### config.mk
export PLATFORM = sky130hd
export DESIGN_NAME = rmq_sqrt
export DESIGN_NICKNAME = d
export VERILOG_FILES = /design/src/sv/rmq_pkg.sv /design/src/sv/rmq_sqrt.sv
export SDC_FILE = /design/constraint.sdc
export NUM_CORES = 1
export LEC_CHECK = 0
export ABC_AREA = 1
export BUFFER_PORTS_ARGS = -buffer_cell sky130_fd_sc_hd__buf_2
export CAP_MARGIN = 5
export CORE_MARGIN = 5
export CORE_UTILIZATION = 60
export DETAILED_ROUTE_END_ITERATION = 16
export PLACE_DENSITY_LB_ADDON = 0.15
export SYNTH_ARGS = -nofsm -noshare
export SYNTH_HDL_FRONTEND = slang
export SYNTH_SLANG_ARGS = --single-unit
### constraint.sdc
create_clock -name i_clk -period 4.05 [get_ports i_clk]
set_input_delay 0.2025 -clock i_clk [delete_from_list [all_inputs] [get_ports i_clk]]
set_output_delay 0.2025 -clock i_clk [all_outputs]
set_load 0.02 [all_outputs]
### src/sv/rmq_pkg.sv
// Shared constants, widths and types for the rotation matrix to quaternion pipeline.
package rmq_pkg;

    localparam int FRAC_BITS  = 14;
    localparam int WORD_WIDTH = 16;

    localparam int W  = WORD_WIDTH;
    localparam int AW = W + 2;                   // signed root argument width
    localparam int NW = AW - 1 + FRAC_BITS;      // radicand width
    localparam int RW = (NW + 1) / 2;            // root width
    localparam int MW = W + 1;                   // numerator magnitude width
    localparam int DW = MW + FRAC_BITS + 1;      // scaled dividend width
    localparam int XW = (DW > RW + 1 + W) ? DW : RW + 1 + W;

    localparam logic [W-1:0] WMAX_U = {1'b0, {(W-1){1'b1}}};
    localparam logic [W-1:0] WMIN_U = {1'b1, {(W-1){1'b0}}};
    localparam logic [AW-1:0] ONE   = AW'(1) << FRAC_BITS;

    localparam logic [1:0] PC_TRACE = 2'd0;
    localparam logic [1:0] PC_M00   = 2'd1;
    localparam logic [1:0] PC_M11   = 2'd2;
    localparam logic [1:0] PC_M22   = 2'd3;

    typedef logic [W-1:0]  t_word;
    typedef logic [MW-1:0] t_mag;
    typedef logic [RW-1:0] t_root;

    typedef struct packed {
        logic [1:0] pc;
        logic       degen;
        logic [2:0] neg;
        t_mag [2:0] mag;
    } t_front;

    typedef struct packed {
        logic [1:0] pc;
        logic       degen;
        logic [2:0] neg;
        t_word      pivot;
    } t_side;

endpackage

### src/sv/rmq_sqrt.sv
// Pipelined integer square root, one root bit per stage.
module rmq_sqrt import rmq_pkg::*; (
    input  logic            i_clk,
    input  logic            i_rst_n,
    input  logic            i_en,
    input  logic            i_valid,
    input  logic [2*RW-1:0] i_rad,
    input  t_front          i_side,
    output logic            o_valid,
    output t_root           o_root,
    output t_front          o_side
);

    logic            r_v    [RW];
    logic [2*RW-1:0] r_rad  [RW];
    logic [RW+1:0]   r_rem  [RW];
    t_root           r_root [RW];
    t_front          r_side [RW];

    for (genvar k = 0; k < RW; k++) begin : g_step
        logic            v_in;
        logic [2*RW-1:0] rad_in;
        logic [RW+1:0]   rem_in;
        t_root           root_in;
        t_front          side_in;
        logic [RW+1:0]   rem_sh, trial, n_rem;
        t_root           n_root;

        if (k == 0) begin : g_head
            assign v_in    = i_valid;
            assign rad_in  = i_rad;
            assign rem_in  = '0;
            assign root_in = '0;
            assign side_in = i_side;
        end else begin : g_body
            assign v_in    = r_v[k-1];
            assign rad_in  = r_rad[k-1];
            assign rem_in  = r_rem[k-1];
            assign root_in = r_root[k-1];
            assign side_in = r_side[k-1];
        end

        always_comb begin
            rem_sh = {rem_in[RW-1:0], rad_in[2*RW-1 -: 2]};
            trial  = {root_in, 2'b01};
            if (rem_sh >= trial) begin
                n_rem  = rem_sh - trial;
                n_root = {root_in[RW-2:0], 1'b1};
            end else begin
                n_rem  = rem_sh;
                n_root = {root_in[RW-2:0], 1'b0};
            end
        end

        always_ff @(posedge i_clk) begin
            if (!i_rst_n) begin
                r_v[k] <= 1'b0;
            end else if (i_en) begin
                r_v[k] <= v_in;
            end
        end

        always_ff @(posedge i_clk) begin
            if (i_en) begin
                r_rad[k]  <= rad_in << 2;
                r_rem[k]  <= n_rem;
                r_root[k] <= n_root;
                r_side[k] <= side_in;
            end
        end
    end

    assign o_valid = r_v[RW-1];
    assign o_root  = r_root[RW-1];
    assign o_side  = r_side[RW-1];

endmodule

## After elaboration in Yosys (flattened, before gate mapping)

Memory sizes are Yosys's and may differ from the RTL's.
Cells that the tools add are included.

- Register bits: 0
- RAM bits: 1,952
- Input bits: 93
- Output and inout port bits: 74
- Word-level logic and storage cells: 106
- Memories: 5

- Add/sub/neg operators: 16
- Order comparisons: 16
- Mux-type cells: 53
- Bitwise operators: 16

Memory list:

| memory | depth | bits a word | read ports | clocked after memory_dff | write ports | line | text |
|---|---|---|---|---|---|---|---|
| r_side | 16 | 57 | 16 | 0 | 16 | rmq_sqrt.sv:18 | `t_front r_side [RW];` |
| r_rad | 16 | 30 | 15 | 0 | 16 | rmq_sqrt.sv:15 | `logic [2*RW-1:0] r_rad [RW];` |
| r_rem | 16 | 18 | 15 | 0 | 16 | rmq_sqrt.sv:16 | `logic [RW+1:0] r_rem [RW];` |
| r_root | 16 | 16 | 16 | 0 | 16 | rmq_sqrt.sv:17 | `t_root r_root [RW];` |
| r_v | 16 | 1 | 16 | 0 | 16 | rmq_sqrt.sv:14 | `logic r_v [RW];` |

Operator list:

| operator | number |
|---|---|
| two-way mux 18 bit | 16 |
| >= comparator 18 bit | 15 |
| subtractor 18 bit | 15 |
| two-way mux 1 bit | 37 |
| OR 1 bit | 16 |
| subtractor 2 x 1 -> 3 bit (second input constant) | 1 |
| >= comparator 2 x 1 -> 1 bit (second input constant) | 1 |

## Logic depth before layout (Yosys ltp)

- Word-level depth: 4
- Mapped depth: 14
- Gate-level depth less buffers: 14

## Least setup slack after synthesis

No wires, ideal clock.

- Kind: register to register
- Start: memory r_rem[1][77] (netlist bit)
- End: memory r_rem[1][94] (netlist bit), data pin
- Library setup time: 0.252 ns
- Arrival time: 1.630 ns
- Data required time: 3.798 ns
- Setup slack: 2.168 ns
- Stages on the path, launching flop included: 12
- Path buffers: 1
- Clock period less this slack: 1.882 ns
- Path through: edfxtp_1 > ha_1 > nand2_2 > nor2_1 > and2_1 > nand3_1 > nand2_2 > nor2_4 > nand2_4 > buf_6 > nand2_1 > nand2_1

RTL lines:

| what | line |
|---|---|
| from (decl) | rmq_sqrt.sv:16 |

==> summary.md <==
| Metric | Value |
|---|---|
| Critical Path RT | about 4.5 ns |
| Max_slew headroom | 34.9% |
| Max Cap Viol | 0 |
| TNS Setup | 0 ns |
| Sw Pwr | 8.46 mW |
| Clock Sink Count | 1528 |
| IO Pins | roughly 170 |
| Worst slack, placed | roughly 1.4 ns |
| CP cell instances | ha_1 > nand2_1 > inv_1 > nand2_1 > nand2_1 > nand2_1 > nand3_2 > nor2_2 > inv_1 > nand2_1 > nand2_1 |
| Synth Cell Area | roughly 0.06 mm^2 |
| Final worst setup slack | 1.44 ns |
| Buf/Inv on CP | 2 |
| Yosys warning count | 0 |
| First-pass GRT wire length | 157 mm |
| Combinational share of power | under 10% |
| Fin crit period | ~2.6 ns |
| Worst clock skew | about 0.021 ns |
| Syn Nets | around 4500 |
| Status | completed |
| Die H | about 320 um |
| Cell Pwr Density | between 500 and 600 mW/mm^2 |
| Crit-path leading delay family | simple AND/OR/NAND/NOR gates |
| Unrepaired setup endpoints after global routing | no |
| Internal power | about 28 mW |
| DR iter-0 viols | 1778 |
| Port Buffer Count | between 150 and 200 |
| Worst Setup End Kind | register |
| Cells after synthesis | 4261 |
| Slew Limit Fails | 0 |
| Placed cell count | 5713 |
| Most common cell on crit path | nand2_1 |
| Clk Latency, worst-skew pair | approximately 0.73 ns |
| Max H-tree Level | 4 |
| Die Width | 324 um |
| Critical Path AT | approximately 3.1 ns |
| Final Net Count | between 4000 and 5000 |
| CP Class | reg -> reg |
| Total gr overflow | 0 |
| Post-CTS Resized | 0 |
| CP Max Fanout | 22 |
| Post-synthesis sequential area ratio | between 70% and 80% |
| TritonCTS clock tree | built |
| Antenna violations before repair | 0 |
| Via count | 30556 |
| Via density | just over 5 |
| Net Sw Frac | between 20 and 25% |
| GRT Overall Usage | between 10% and 20% |
| WL per Instance | 16.1 um |
| Mean post-synth cell area | ~14 um^2 |
| Area grow syn2layout | 14.0% |
| Worst IR Drop VDD | 0.524 mV |
| GP Congestion | 0.884 |
| Final WL | just under 100 mm |
| Die footprint | between 0.1 and 0.15 mm^2 |
| Worst Hold Class | in -> reg |
| Final Hold Fails | 0 |
| Pin count of the biggest net entering global routing | between 100 and 150 |
| # DRC | 0 |
| Root Buffer | clkbuf_16 |
| Netlist cell types | 45 |
| Share of cells above drive strength 1 | between 10% and 20% |
| Clock network fraction of design power | between 30% and 40% |
| # setup viols final | 0 |
| Flop pwr share | 53.2% |
| Row cnt | about 120 |
| Crit start category | register |
| Pre-antenna DRT Iters | 6 |
| Starting density of the core | between 60% and 70% |
| Clock-pin slew on the worst setup and hold paths | ~0.060 ns |
| Tightest Pin Transition | 0.976 ns |
| DPL Wire Length | 63.6 mm |
| FF+latch count, synth | ~1500 |
| Crit share post-route | between 60% and 70% |
| Antenna-violating nets left | 0 |
| Non-filler cells, final | between 6000 and 7000 |
| CTS Buf Count | about 150 |
| Crit-path max cell delay | 0.71 ns |
| Number of global-route vias before repair | slightly above 30000 |
| LEAKAGE | 27.2 nW |
| FMAX | approximately 380 MHz |
| Bufs on Longest Clock Path | 3 |
| CORE AREA | 0.0981 mm^2 |
| Slowest CP cell | nor2_2 |
## final timing paths
check | start | end | slack [ns] | cells after the start
worst min-delay path | i_en | r_side[0][46] | 0.008 | 1
worst max register to register | r_rem[0][111] | r_rem[0][134] | 1.44 | 11
worst min register to register | r_side[1][88] | r_side[2][31] | 0.40 | 0
worst max-delay path | r_rem[0][111] | r_rem[0][134] | 1.44 | 11
## metal layers
| layer | share of wire [%] | vias to the layer above | GRT usage, % | routed length [um] |
|---|---|---|---|---|
| li1 | - | 15436 | - | - |
| met1 | 42 | 14402 | 24.1 | 40800 |
| met2 | 52 | 531 | 33.6 | 50700 |
| met3 | 3.7 | 187 | 3.25 | 3600 |
| met4 | 2.7 | 0 | 6.36 | 2640 |
| met5 | 0 | - | 0 | 0 |
## final cells by class
type                       instances  area (um^2)
antenna                            1         2.50
clock buffer                     182         4020
clock inverter                    86          792
fill                            6714        30600
inverter                         612         2300
multi-input combinational       2093        10800
sequential                      1528        45900
tap                             1287         1610
timing repair buffer             285         2110
## power groups by stage
| stage | combinational (mW) | sequential [mW] | clock [mW] |
|---|---|---|---|
| final | 3.60 | 19.4 | 13.4 |
| after detailed placement | 3.53 | 19.7 | 0 |
| after global routing | 4.11 | 19.5 | 14.5 |
| after floorplan | 2.41 | 19.5 | 0 |
| after global placement | 3.49 | 19.7 | 0 |
| after CTS | 3.62 | 19.4 | 13.8 |
## repair_timing
item	in CTS	in global routing
setup buffers	0	0
endpoints found under the hold margin	92	0
hold buffers	92	0
## worst register-to-register path, stage by stage (launching register included)
cell and delay (ns):
edfxtp_1 0.39, ha_1 0.37, nand2_1 0.15, inv_1 0.07, nand2_1 0.06, nand2_1 0.05, nand2_1 0.09, nand3_2 0.10
nor2_2 0.71, inv_1 0.22, nand2_1 0.11, nand2_1 0.05
## stage by stage
stage	cell area [um^2]	util, %	hold WS, ns	total power, mW
CTS	67500	68.8	0.00525	36.9
global route	67500	68.8	0.0221	38.2
finish	67500	68.8	0.00755	36.4
detailed placement	61800	63.0	0.381	23.2
floorplan	59200	-	0.301	22.0
global placement	61800	63.0	0.378	23.2
## state kept, by name, indices dropped and copies added (netlist names)
| register | flops |
|---|---|
| r_rad | 240 |
| r_v | 16 |
| r_root | 136 |
| r_rem | 224 |
| r_side | 912 |
## cell families (layout without fill, tap and decap cells)
family	Yosys count	after routing	share of synthesized area, %
AO/OA/AOI/OAI	186	186	1.74
XOR/XNOR	86	86	1.27
adder cells (fa/ha/maj)	152	152	3.21
buffers and inverters	640	1165	4.28
flip-flops	1528	1528	77.4
other	1	2	0.00633
AND/OR/NAND/NOR	1668	1668	12.0
## layout by cell type (no fill, tap or decap), types with 7 or more instances in the layout
master	instances
nand3_2	9
xor2_1	57
nand3b_1	21
nand3_1	217
nor3_1	27
nor2_2	21
buf_2	165
inv_1	602
clkinv_1	38
clkbuf_1	25
o21ai_0	48
buf_4	16
xnor2_1	29
a21oi_2	12
buf_12	12
clkbuf_16	157
nand4_1	49
inv_2	8
nor2_4	7
clkinvlp_4	8
nor2_1	217
ha_1	152
bufinv_16	12
and2_1	10
a21oi_1	88
o21ai_1	21
nand2_4	7
nand2_1	1043
dlygate4sd3_1	92
clkinv_2	18
o21bai_1	7
edfxtp_1	1527
nand2_2	20
## synth_stat cells, drive strengths merged
cell / count / area share, %
o21a: 2 / 0.025
a21o: 2 / 0.025
or2: 7 / 0.074
a31oi: 1 / 0.021
a21oi: 100 / 0.92
nand3b: 21 / 0.27
clkbuf: 1 / 0.0063
o21ai: 69 / 0.58
nand3: 226 / 2.0
nor4: 3 / 0.032
nand2: 1070 / 7.0
o211ai: 1 / 0.013
edfxtp: 1527 / 77
buf: 27 / 0.39
o21bai: 8 / 0.11
nor3: 28 / 0.25
nor2: 245 / 1.7
xnor2: 29 / 0.43
xor2: 57 / 0.84
nand4: 51 / 0.57
a21boi: 2 / 0.025
nor3b: 2 / 0.025
o2111ai: 1 / 0.015
and2: 10 / 0.11
conb: 1 / 0.0063
and3: 5 / 0.053
dfxtp: 1 / 0.034
inv: 612 / 3.9
ha: 152 / 3.2
Note: power is estimated with default switching activity, not from simulation.
