### src/sv/rmq_pkg.sv
// Shared constants, widths and types for the rotation matrix to quaternion pipeline.
package rmq_pkg;

    localparam int FRAC_BITS  = 14;
    localparam int WORD_WIDTH = 16;

    localparam int W  = WORD_WIDTH;
    localparam int AW = W + 2;                   // signed root argument width
    localparam int NW = AW - 1 + FRAC_BITS;      // radicand width
    localparam int RW = (NW + 1) / 2;            // root width
    localparam int MW = W + 1;                   // numerator magnitude width
    localparam int DW = MW + FRAC_BITS + 1;      // scaled dividend width
    localparam int XW = (DW > RW + 1 + W) ? DW : RW + 1 + W;

    localparam logic [W-1:0] WMAX_U = {1'b0, {(W-1){1'b1}}};
    localparam logic [W-1:0] WMIN_U = {1'b1, {(W-1){1'b0}}};
    localparam logic [AW-1:0] ONE   = AW'(1) << FRAC_BITS;

    localparam logic [1:0] PC_TRACE = 2'd0;
    localparam logic [1:0] PC_M00   = 2'd1;
    localparam logic [1:0] PC_M11   = 2'd2;
    localparam logic [1:0] PC_M22   = 2'd3;

    typedef logic [W-1:0]  t_word;
    typedef logic [MW-1:0] t_mag;
    typedef logic [RW-1:0] t_root;

    typedef struct packed {
        logic [1:0] pc;
        logic       degen;
        logic [2:0] neg;
        t_mag [2:0] mag;
    } t_front;

    typedef struct packed {
        logic [1:0] pc;
        logic       degen;
        logic [2:0] neg;
        t_word      pivot;
    } t_side;

endpackage

### src/sv/rmq_front.sv
// Front stage: branch select, root argument and the three off-pivot numerators.
module rmq_front import rmq_pkg::*; (
    input  logic              i_clk,
    input  logic              i_rst_n,
    input  logic              i_en,
    input  logic              i_valid,
    input  logic [9*W-1:0]    i_data,
    output logic              o_valid,
    output logic [2*RW-1:0]   o_rad,
    output t_front            o_side
);

    logic signed [W-1:0]  a00, a01, a02, a10, a11, a12, a20, a21, a22;
    logic signed [AW-1:0] e00, e11, e22, tr, arg;
    logic signed [MW-1:0] s21m12, s02m20, s10m01, s01p10, s02p20, s12p21;
    logic signed [MW-1:0] num [3];
    logic [1:0]           pc;
    logic                 degen;
    t_front               n_side;
    logic [2*RW-1:0]      n_rad;

    logic                 r_valid;
    logic [2*RW-1:0]      r_rad;
    t_front               r_side;

    always_comb begin
        a00 = i_data[0*W +: W];
        a01 = i_data[1*W +: W];
        a02 = i_data[2*W +: W];
        a10 = i_data[3*W +: W];
        a11 = i_data[4*W +: W];
        a12 = i_data[5*W +: W];
        a20 = i_data[6*W +: W];
        a21 = i_data[7*W +: W];
        a22 = i_data[8*W +: W];
        e00 = AW'(a00);
        e11 = AW'(a11);
        e22 = AW'(a22);
        tr  = e00 + e11 + e22;

        // strict compares: ties go to the later branch
        if (tr > 0) begin
            pc  = PC_TRACE;
            arg = $signed(ONE) + tr;
        end else if (a00 > a11 && a00 > a22) begin
            pc  = PC_M00;
            arg = $signed(ONE) + e00 - e11 - e22;
        end else if (a11 > a22) begin
            pc  = PC_M11;
            arg = $signed(ONE) + e11 - e00 - e22;
        end else begin
            pc  = PC_M22;
            arg = $signed(ONE) + e22 - e00 - e11;
        end
        degen = (arg <= 0);
        n_rad = degen ? '0 : (2*RW)'({arg[AW-2:0], {FRAC_BITS{1'b0}}});

        s21m12 = MW'(a21) - MW'(a12);
        s02m20 = MW'(a02) - MW'(a20);
        s10m01 = MW'(a10) - MW'(a01);
        s01p10 = MW'(a01) + MW'(a10);
        s02p20 = MW'(a02) + MW'(a20);
        s12p21 = MW'(a12) + MW'(a21);

        // lanes hold the non-pivot components in w,x,y,z order
        case (pc)
            PC_TRACE: begin
                num[0] = s21m12; num[1] = s02m20; num[2] = s10m01;
            end
            PC_M00: begin
                num[0] = s21m12; num[1] = s01p10; num[2] = s02p20;
            end
            PC_M11: begin
                num[0] = s02m20; num[1] = s01p10; num[2] = s12p21;
            end
            default: begin
                num[0] = s10m01; num[1] = s02p20; num[2] = s12p21;
            end
        endcase

        n_side.pc    = pc;
        n_side.degen = degen;
        for (int l = 0; l < 3; l++) begin
            n_side.neg[l] = num[l][MW-1];
            n_side.mag[l] = num[l][MW-1] ? t_mag'(-num[l]) : t_mag'(num[l]);
        end
    end

    always_ff @(posedge i_clk) begin
        if (!i_rst_n) begin
            r_valid <= 1'b0;
        end else if (i_en) begin
            r_valid <= i_valid;
        end
    end

    always_ff @(posedge i_clk) begin
        if (i_en) begin
            r_rad  <= n_rad;
            r_side <= n_side;
        end
    end

    assign o_valid = r_valid;
    assign o_rad   = r_rad;
    assign o_side  = r_side;

endmodule

### config.mk
export PLATFORM = sky130hd
export DESIGN_NAME = rmq_front
export DESIGN_NICKNAME = d
export VERILOG_FILES = /design/src/sv/rmq_pkg.sv /design/src/sv/rmq_front.sv
export SDC_FILE = /design/constraint.sdc
export NUM_CORES = 1
export LEC_CHECK = 0
export BUFFER_PORTS_ARGS = -buffer_cell sky130_fd_sc_hd__buf_4
export CORE_MARGIN = 4
export CORE_UTILIZATION = 45
export DETAILED_ROUTE_END_ITERATION = 7
export HOLD_SLACK_MARGIN = 0.03
export MAX_ROUTING_LAYER = met4
export PLACE_DENSITY_LB_ADDON = 0.15
export SLEW_MARGIN = 10
export SYNTH_ARGS = -nofsm -noshare
export SYNTH_HDL_FRONTEND = slang
export SYNTH_SLANG_ARGS = --single-unit
### constraint.sdc
create_clock -name i_clk -period 7.1 [get_ports i_clk]
set_input_delay 1.42 -clock i_clk [delete_from_list [all_inputs] [get_ports i_clk]]
set_output_delay 1.42 -clock i_clk [all_outputs]
set_load 0.05 [all_outputs]
# ---- After elaboration in Yosys (flattened, before gate mapping)
# Index checks and enable logic that the tools add are counted.
# Widths: inputs -> output; s select.
dict set report totals {
  reg_bits 90
  latchBits 0
  ram_bits 0
  romBits 0
  in_bits 148
  output_inout_bits 90
  word_cells 52
  mem_count 0
}
dict set report classes {
  addsub 21
  mul 0
  div 0
  n_lt_le_gt_ge 5
  n_eq_ne 2
  shifts 0
  mux 10
  n_bitwise 0
  n_reduce_logical 2
}
# op n
set op_table {}
lappend op_table {{$pmux 51 s3} 1}
lappend op_table {{$add 16x16->17} 4}
lappend op_table {{$mux 18} 3}
lappend op_table {{$sub 17x16->18} 3}
lappend op_table {{$sub 18x16->18} 3}
lappend op_table {{$add 16x16->17 const A} 3}
lappend op_table {{$neg 17->17} 3}
lappend op_table {{$sub 16x16->17} 3}
lappend op_table {{$gt 16x16->1} 3}
lappend op_table {{$mux 16} 3}
lappend op_table {{$add 16x18->18 const A} 1}
lappend op_table {{$add 17x16->18} 1}
lappend op_table {{$gt 18x1->1 const B} 1}
lappend op_table {{$le 18x1->1 const B} 1}
lappend op_table {{$mux 2} 2}
lappend op_table {{$eq 2x1->1 const B} 1}
lappend op_table {{$eq 2x2->1 const B} 1}
lappend op_table {{$logic_not 2->1} 1}
lappend op_table {{$logic_and 1x1->1} 1}
lappend op_table {{$mux 1} 1}

# ---- Longest topological paths before layout
# Gate-level depths: netlist (run 1).
dict set report logic_depth {
  depth_word 8
  ltp_mapped 31
  depth_no_buf 27
}

# ---- Worst setup path before layout (run 1)
# No wires, ideal clock.
dict set report synth_timing {
  path_type {input to register}
  from {input port i_data[65]}
  to {register r_side, in the netlist o_side[33], data pin}
  setup_time_ns 0.157
  t_arrival_ns 7.312
  required_time_ns 6.943
  path_slack_ns -0.369
  cell_stages 29
  n_path_buf 4
  cell_sequence {inv_1 > fa_1 > inv_1 > ha_1 > fa_1 > a21o_1 > a311oi_1 > o221ai_1 > or3_1 > a21oi_1 > or2_2 > ha_1 > nand2_1 > or4_1 > a221oi_1 > o31ai_1 > nor4_4 > a31o_2 > buf_4 > buf_4 > buf_2 > buf_2 > o211ai_1 > o21ai_0 > ha_1 > inv_1 > nand4bb_1 > or4_1 > nor3_1}
}
dict set report synth_between {
  elab_chain_len 7
  elab_cells_between_ends 14
  classes_between {add/sub (3); order compare (3); eq/ne (2); mux (4); reduce/logical (2)}
}
# item line
set synth_rtl {}
lappend synth_rtl {{start, declared} rmq_front.sv:7} ;# input logic [9*W-1:0] i_data,
lappend synth_rtl {{$add 16x16->17, or another cell as far along} rmq_front.sv:39} ;# tr = e00 + e11 + e22;
lappend synth_rtl {{$add 17x16->18, or another cell as far along} rmq_front.sv:39}
lappend synth_rtl {{$gt 18x1->1 or $mux 2 (tied branches)} {rmq_front.sv:42, rmq_front.sv:45}}
lappend synth_rtl {{$mux 2 (*)} rmq_front.sv:42} ;# if (tr > 0) begin
lappend synth_rtl {{$eq 2x2->1, or another cell as far along} rmq_front.sv:66} ;# case (pc)
lappend synth_rtl {{$pmux 51 s3 (*)} rmq_front.sv:66}
lappend synth_rtl {{$neg 17->17} rmq_front.sv:85} ;# n_side.mag[l] = num[l][MW-1] ? t_mag'(-num[l]) : t_mag'(num[l]);
lappend synth_rtl {{end signal, assigned} rmq_front.sv:100} ;# r_side <= n_side;
lappend synth_rtl {{end, declared} rmq_front.sv:24} ;# t_front r_side;
# Mark *: on every way between the ends. The rest lies on a longest branch, timed or not.
# A chain may end at the register's enable or synchronous reset.

# ---- Worst setup path after layout (run 1)
dict set report layout_timing {
  from {input port i_data[1]}
  to {register r_side, in the netlist o_side[54], data pin}
}
dict set report layout_between {
  elab_chain_len 6
  elab_cells_between_ends 18
  classes_between {add/sub (10); order compare (4); mux (3); reduce/logical (1)}
}
# item line
set layout_rtl {}
lappend layout_rtl {{$add 16x16->17, or another cell as far along} rmq_front.sv:47} ;# arg = $signed(ONE) + e00 - e11 - e22;
lappend layout_rtl {{$sub 17x16->18, or another cell as far along} rmq_front.sv:47}
lappend layout_rtl {{$sub 18x16->18 or $mux 18 (tied branches)} {rmq_front.sv:47, rmq_front.sv:48}}
lappend layout_rtl {{$mux 18} rmq_front.sv:45} ;# end else if (a00 > a11 && a00 > a22) begin
lappend layout_rtl {{$mux 18 (*)} rmq_front.sv:42}
lappend layout_rtl {{$le 18x1->1 (*)} rmq_front.sv:55} ;# degen = (arg <= 0);
lappend layout_rtl {{named net degen} rmq_front.sv:18} ;# logic degen;
# The timed path passes the listed nets; every way through them passes the cells marked *.

==> results.tsv, run 1 <==
stage	metric	value	unit
clock_network	cts_buffer_depth	2	
die	core_area	0.0368	mm2
worst_hold_path	min_path_type	flip-flop to flip-flop	
drt	routed_wirelength	56200	um
logic_synthesis	yosysTopAreaCell	ha_1	
clock_network	cts.clk_slew.worst_paths	70	ps
clock_network	htreeDepth	3	
logic_synthesis	synth_area_per_cell	8.46	um2
logic_synthesis	synthArstFlopShare	0	%
timing	worst_pin_slew	1180	ps
timing	tns	0	ps
global_route	antenna_found_initial	0	
clock_network	tritoncts	yes	
drt	drc_errors	0	
power_and_ir_drop	p_leak	9.56	nW
drt	vias	15678	
timing	hold_viol	0	
critical_path	worstPathArrival	6950	ps
logic_synthesis	syn-instance-count	1994	
finish	n_antenna_cell	0	
timing	fin_ws	384	ps
placed_design	pre_cts_ws	-252	ps
placed_design	place_hpwl	47700	um
placed_design	dpl_cell_area	0.0198	mm2
clock_network	clock-sinks	75	
drt	dr.pass1.iters	5	
clock_network	numCtsBuffers	9	
finish	fin_nets	2817	
logic_synthesis	yosys_warnings	0	
clock_network	clock_latency	350	ps
logic_synthesis	synth_area_leaders	ha_1 22%, edfxtp_1 13%, fa_1 8.8%	
placed_design	numPortBuffers	222	
finish	drive_above_1_share	19.6	%
die	dieArea	0.0407	mm2
placed_design	gp_congestion	0.949	
finish	syn2layout_area_growth	19.9	%
timing	whs	528	ps
logic_synthesis	ys_seq_area_share	13.3	%
power_and_ir_drop	vdd_drop_max	0.148	mV
logic_synthesis	netlist_area	0.0169	mm2
clock_network	hold_buffers	0	
logic_synthesis	synth_flop_cell	edfxtp_1	
global_route	grt_max_degree	76	
global_route	gr-total-overflow	0	
logic_synthesis	synth.most_common_cell	ha_1	
global_route	grt_pass1_vias	15081	
die	rows	70	
critical_path	worst-setup-path-type	primary input to flip-flop	
critical_path	cp.required	7330	ps
timing	slew_viol_final	0	
die	dieWidth	202	um
timing	fin_skew	0	ps
timing	rsz0062_at_grt	false	
die	start_util	45.9	%
die	io_pins	238	
global_route	grt_pass1_wl	85600	um
finish	finalInstanceArea	0.0202	mm2
drt	routedWlPerCell	20.3	um
logic_synthesis	synth_edf_count	74	
logic_synthesis	synth_common_cells	300 x ha_1, 216 x inv_1, 167 x a21oi_1	
timing	finalCriticalPeriod	6720	ps
critical_path	cp-start-kind	primary input	
timing	final-setup-viol-count	0	
finish	fin_util	55.0	%
timing	fin_crit_sh	94.6	%
drt	avgViaCountPerCell	5.66	
critical_path	crit_top_cell	buf_4	
critical_path	critical_path.max_stage_delay	520	ps
job	maxCapViolCount	0	
critical_path	crit_path_end_kind	flip-flop	
global_route	track_usage	27.2	%
timing	relSlewSlack	21.4	%
critical_path	cp_max_fo	20	
drt	drtAntennaViolNets	0	
critical_path	cp_slowest_cell	fa_1	
power_and_ir_drop	cellPowerDensity	260	mW/mm2
timing	timing.fmax	0.149	GHz
clock_network	cts-root-buf	clkbuf_16	
outcome	status	complete, no violations	
finish	fillCellCount	3479	
logic_synthesis	ys_types	98	
die	dieHeight	202	um
logic_synthesis	synth_top_cell_area_share	22.2	%
logic_synthesis	ys_seq_elements	75	
drt	first_iter_violations	1218	
-- worst max-delay path, delay by kind of cell --
family	cells	cell delay (ps)
fa+ha+maj	4	1180
buf+inv	6	790
simple gates	7	1670
compound gates	10	1880
-- registers in the layout, indices dropped and copies added, names as in the netlist --
signal   count
o_side      57
o_valid      1
o_rad       17
-- stage by stage --
stage,instances,total power [mW]
after floorplan,2008,3.41
after CTS,2767,5.17
final,2768,5.26
after detailed placement,2751,4.69
after global placement,2751,4.67
after global routing,2768,5.59
-- cell usage in the layout (no fill, tap or decap), types with 25 or more instances in the layout --
cell      instances
a21o_1           32
a21oi_1         166
a31oi_1          25
buf_4           348
edfxtp_1         74
fa_1             73
ha_1            297
inv_1           216
mux2i_1          30
nand2_1          99
nand2b_1         25
nand3_1          31
nor2_1          150
nor2b_1          28
nor3_1           44
o21ai_0          77
xnor2_1         102
xor2_1           53
-- what timing repair did --
| item | CTS | global route |
|---|---|---|
| gates resized for setup | 0 | 22 |
| endpoints found under the setup margin | 0 | 36 |
| hold endpoints to repair | 0 | 0 |
| buffers inserted | 0 | 1 |
-- metal layers --
| layer | vias to the layer above | global-route usage (%) | part of all wire (%) |
|---|---|---|---|
| li1 | 7676 | - | - |
| met1 | 7371 | 40.1 | 49 |
| met2 | 589 | 39.1 | 42 |
| met3 | 42 | 6.16 | 8.4 |
| met4 | 0 | 3.91 | 1.3 |
| met5 | - | - | 0 |
-- cells by family (layout without fill, tap and decap cells) --
logic type / after synthesis / after routing / share of synthesized area (%)
XOR/XNOR: 156 / 156 / 8.14
multiplexers: 48 / 48 / 2.97
AO/OA/AOI/OAI: 555 / 555 / 22.7
AND/OR/NAND/NOR: 492 / 492 / 14.7
adder cells (fa/ha/maj): 374 / 374 / 31.0
buffers and inverters: 293 / 585 / 7.19
other: 1 / 15 / 0.0222
flip-flops: 75 / 75 / 13.3
-- final cells by class --
type	instances	area (um2)	share of cell area [%]
Multi-Input combinational cell	1640	13600	67.3
Clock buffer	9	225	1.11
Clock inverter	7	58.8	0.291
Inverter	217	815	4.03
Timing Repair Buffer	352	2680	13.3
Tap cell	468	586	2.89
Sequential cell	75	2240	11.1
-- path summary, 6_finish.rpt --
check                               start         end  slack (ps)  cells after the start
worst max-delay path            i_data[1]  o_side[54]         380                     27
worst min-delay path              o_valid     o_valid         530                      2
worst max register to register    o_valid     o_valid        6510                      2
worst min register to register    o_valid     o_valid         530                      2
-- power breakdown --
| group | internal, mW | leakage [nW] | total (mW) | switching (mW) |
|---|---|---|---|---|
| combinational | 1.50 | 8.69 | 3.97 | 2.48 |
| clock | 0.243 | 0.139 | 0.453 | 0.210 |
| sequential | 0.743 | 0.730 | 0.833 | 0.0901 |
Power figures use the tool's default switching activity.
==> run 2: changes to the inputs <==
- CORE_MARGIN: 4 -> 1.5
==> results.tsv, run 2 (synthesis gave the netlist of run 1 again) <==
stage	metric	value	unit	change
critical_path	worst-setup-path-type	primary input to flip-flop		
clock_network	htreeDepth	3		unchanged
global_route	grt_max_degree	76		unchanged
placed_design	numPortBuffers	222		unchanged
job	maxCapViolCount	0		unchanged
timing	slew_viol_final	0		unchanged
die	io_pins	238		unchanged
clock_network	clock-sinks	75		unchanged
clock_network	tritoncts	yes		
placed_design	place_hpwl	47200	um	-1.0%
drt	vias	15719		+0.26%
critical_path	critical_path.max_stage_delay	530	ps	about the same
clock_network	cts_buffer_depth	2		unchanged
timing	rsz0062_at_grt	false		
global_route	grt_pass1_vias	14802		-1.9%
power_and_ir_drop	vdd_drop_max	0.204	mV	+38%
die	dieHeight	197	um	-2.5%
drt	wl_met2	23200	um	-1.3%
global_route	antenna_found_initial	3		+3
finish	layout_commonest_cell	buf_4		
drt	wl_met3	4280	um	-8.8%
timing	fin_crit_sh	95.0	%	+0.38 points
power_and_ir_drop	cellPowerDensity	262	mW/mm2	+0.99%
power_and_ir_drop	p_leak	9.61	nW	+0.61%
timing	hold_viol	0		unchanged
timing	finalCriticalPeriod	6740	ps	+26.7 ps
critical_path	cp.required	7220	ps	-110 ps
clock_network	cts-root-buf	clkbuf_16		
drt	routed.top_layer	met4		
worst_hold_path	min_path_type	flip-flop to flip-flop		
clock_network	cts.clk_slew.worst_paths	70	ps	about the same
finish	syn2layout_area_growth	20.5	%	
finish	final_cell_mix	353 x buf_4, 297 x ha_1, 216 x inv_1, 167 x a21oi_1, 150 x nor2_1		
placed_design	gp_congestion	0.970		+2.2%
finish	largest_reg_flops	57		unchanged
outcome	status	complete, no violations		
critical_path	reg2reg_slack	6500	ps	about the same
die	core_area	0.0368	mm2	unchanged
global_route	grt_pass1_wl	84000	um	-1.9%
clock_network	numCtsBuffers	9		unchanged
timing	whs	529	ps	+1.69 ps
clock_network	hold_buffers	0		unchanged
global_route	gr-total-overflow	0		unchanged
drt	drtAntennaViolNets	0		unchanged
clock_network	postCtsSetupBuffers	0		unchanged
drt	avgViaCountPerCell	5.66		about the same
critical_path	worstPathArrival	6860	ps	-90 ps
critical_path	cp-start-kind	primary input		
die	dieArea	0.0387	mm2	-4.9%
critical_path	cp_max_fo	17		-15%
placed_design	place_inst	2756		+0.18%
timing	worst_pin_slew	1030	ps	-152 ps
timing	final-setup-viol-count	0		unchanged
drt	met1Wirelength	27300	um	about the same
drt	dr.pass1.iters	5		unchanged
drt	first_iter_violations	1369		+12%
drt	drc_errors	0		unchanged
die	rows	70		unchanged
global_route	track_usage	29.0	%	+1.8 points
clock_network	clock_latency	350	ps	about the same
drt	routed_wirelength	55600	um	-1.0%
die	start_util	45.9	%	unchanged
die	dieWidth	197	um	-2.5%
drt	routedWlPerCell	20.0	um	-1.3%
finish	fin_nets	2821		+0.14%
critical_path	cp_slowest_cell	o21ai_0		
timing	relSlewSlack	31.6	%	+10 points
finish	layoutNonFillerInstCount	2776		+0.29%
critical_path	crit_path_end_kind	flip-flop		
timing	timing.fmax	0.148	GHz	-0.40%
finish	drive_above_1_share	19.7	%	+0.18 points
timing	fin_skew	0	ps	unchanged
==> run 2: per-stage QoR <==
| stage | setup WS [ps] | TNS, ps | total power [mW] | instance area [um2] | utilization [%] |
|---|---|---|---|---|---|
| 2_1_floorplan | -109 | -448 | 3.41 | 17000 | - |
| 3_3_place_gp | -168 | -1750 | 4.68 | 19900 | 54.0 |
| 3_5_place_dp | -340 | -6930 | 4.70 | 19900 | 54.0 |
| 4_1_cts | 36.1 | 0 | 5.25 | 20200 | 54.9 |
| 5_1_grt | 14.9 | 0 | 5.65 | 20300 | 55.2 |
| 6_report | 357 | 0 | 5.33 | 20300 | 55.3 |
==> run 2: path summary, 6_finish.rpt <==
path | end | startpoint | cells past startpoint
setup / recovery | o_side[54] | i_data[1] | 25
hold / removal | o_valid | o_valid | 2
setup reg to reg | o_valid | o_valid | 2
hold reg to reg | o_valid | o_valid | 2
==> run 2: repair_timing <==
action	CTS	global route
resized for setup	0	23
endpoints found under the hold margin	0	0
endpoints found under the setup margin	0	46
==> run 2: power by group <==
group          switching (mW)  internal, mW
logic                    2.47          1.50
registers              0.0930         0.743
clock network           0.216         0.315
total                    2.78          2.56
==> run 2: area by class of cell <==
cell class / count / area [um2]
Clock inverter: 7 / 106
Clock buffer: 9 / 225
Tap cell: 468 / 586
Timing Repair Buffer: 356 / 2700
Antenna cell: 4 / 10.0
Multi-Input combinational cell: 1640 / 13600
Inverter: 217 / 815
Fill cell: 3479 / 16500
Sequential cell: 75 / 2240
==> run 2: per-layer routing <==
metal	track usage, %	vias up
li1	-	7669
met1	43.0	7434
met2	42.0	569
met3	4.31	47
met4	5.20	0
met5	-	-
==> run 2: critical path, delay by kind of cell <==
| kind | cells | cell delay, ps |
|---|---|---|
| and+or+nand+nor | 8 | 1600 |
| AOI/OAI and AO/OA | 9 | 2140 |
| adders and majority gates | 4 | 1260 |
| buffers and inverters | 4 | 430 |
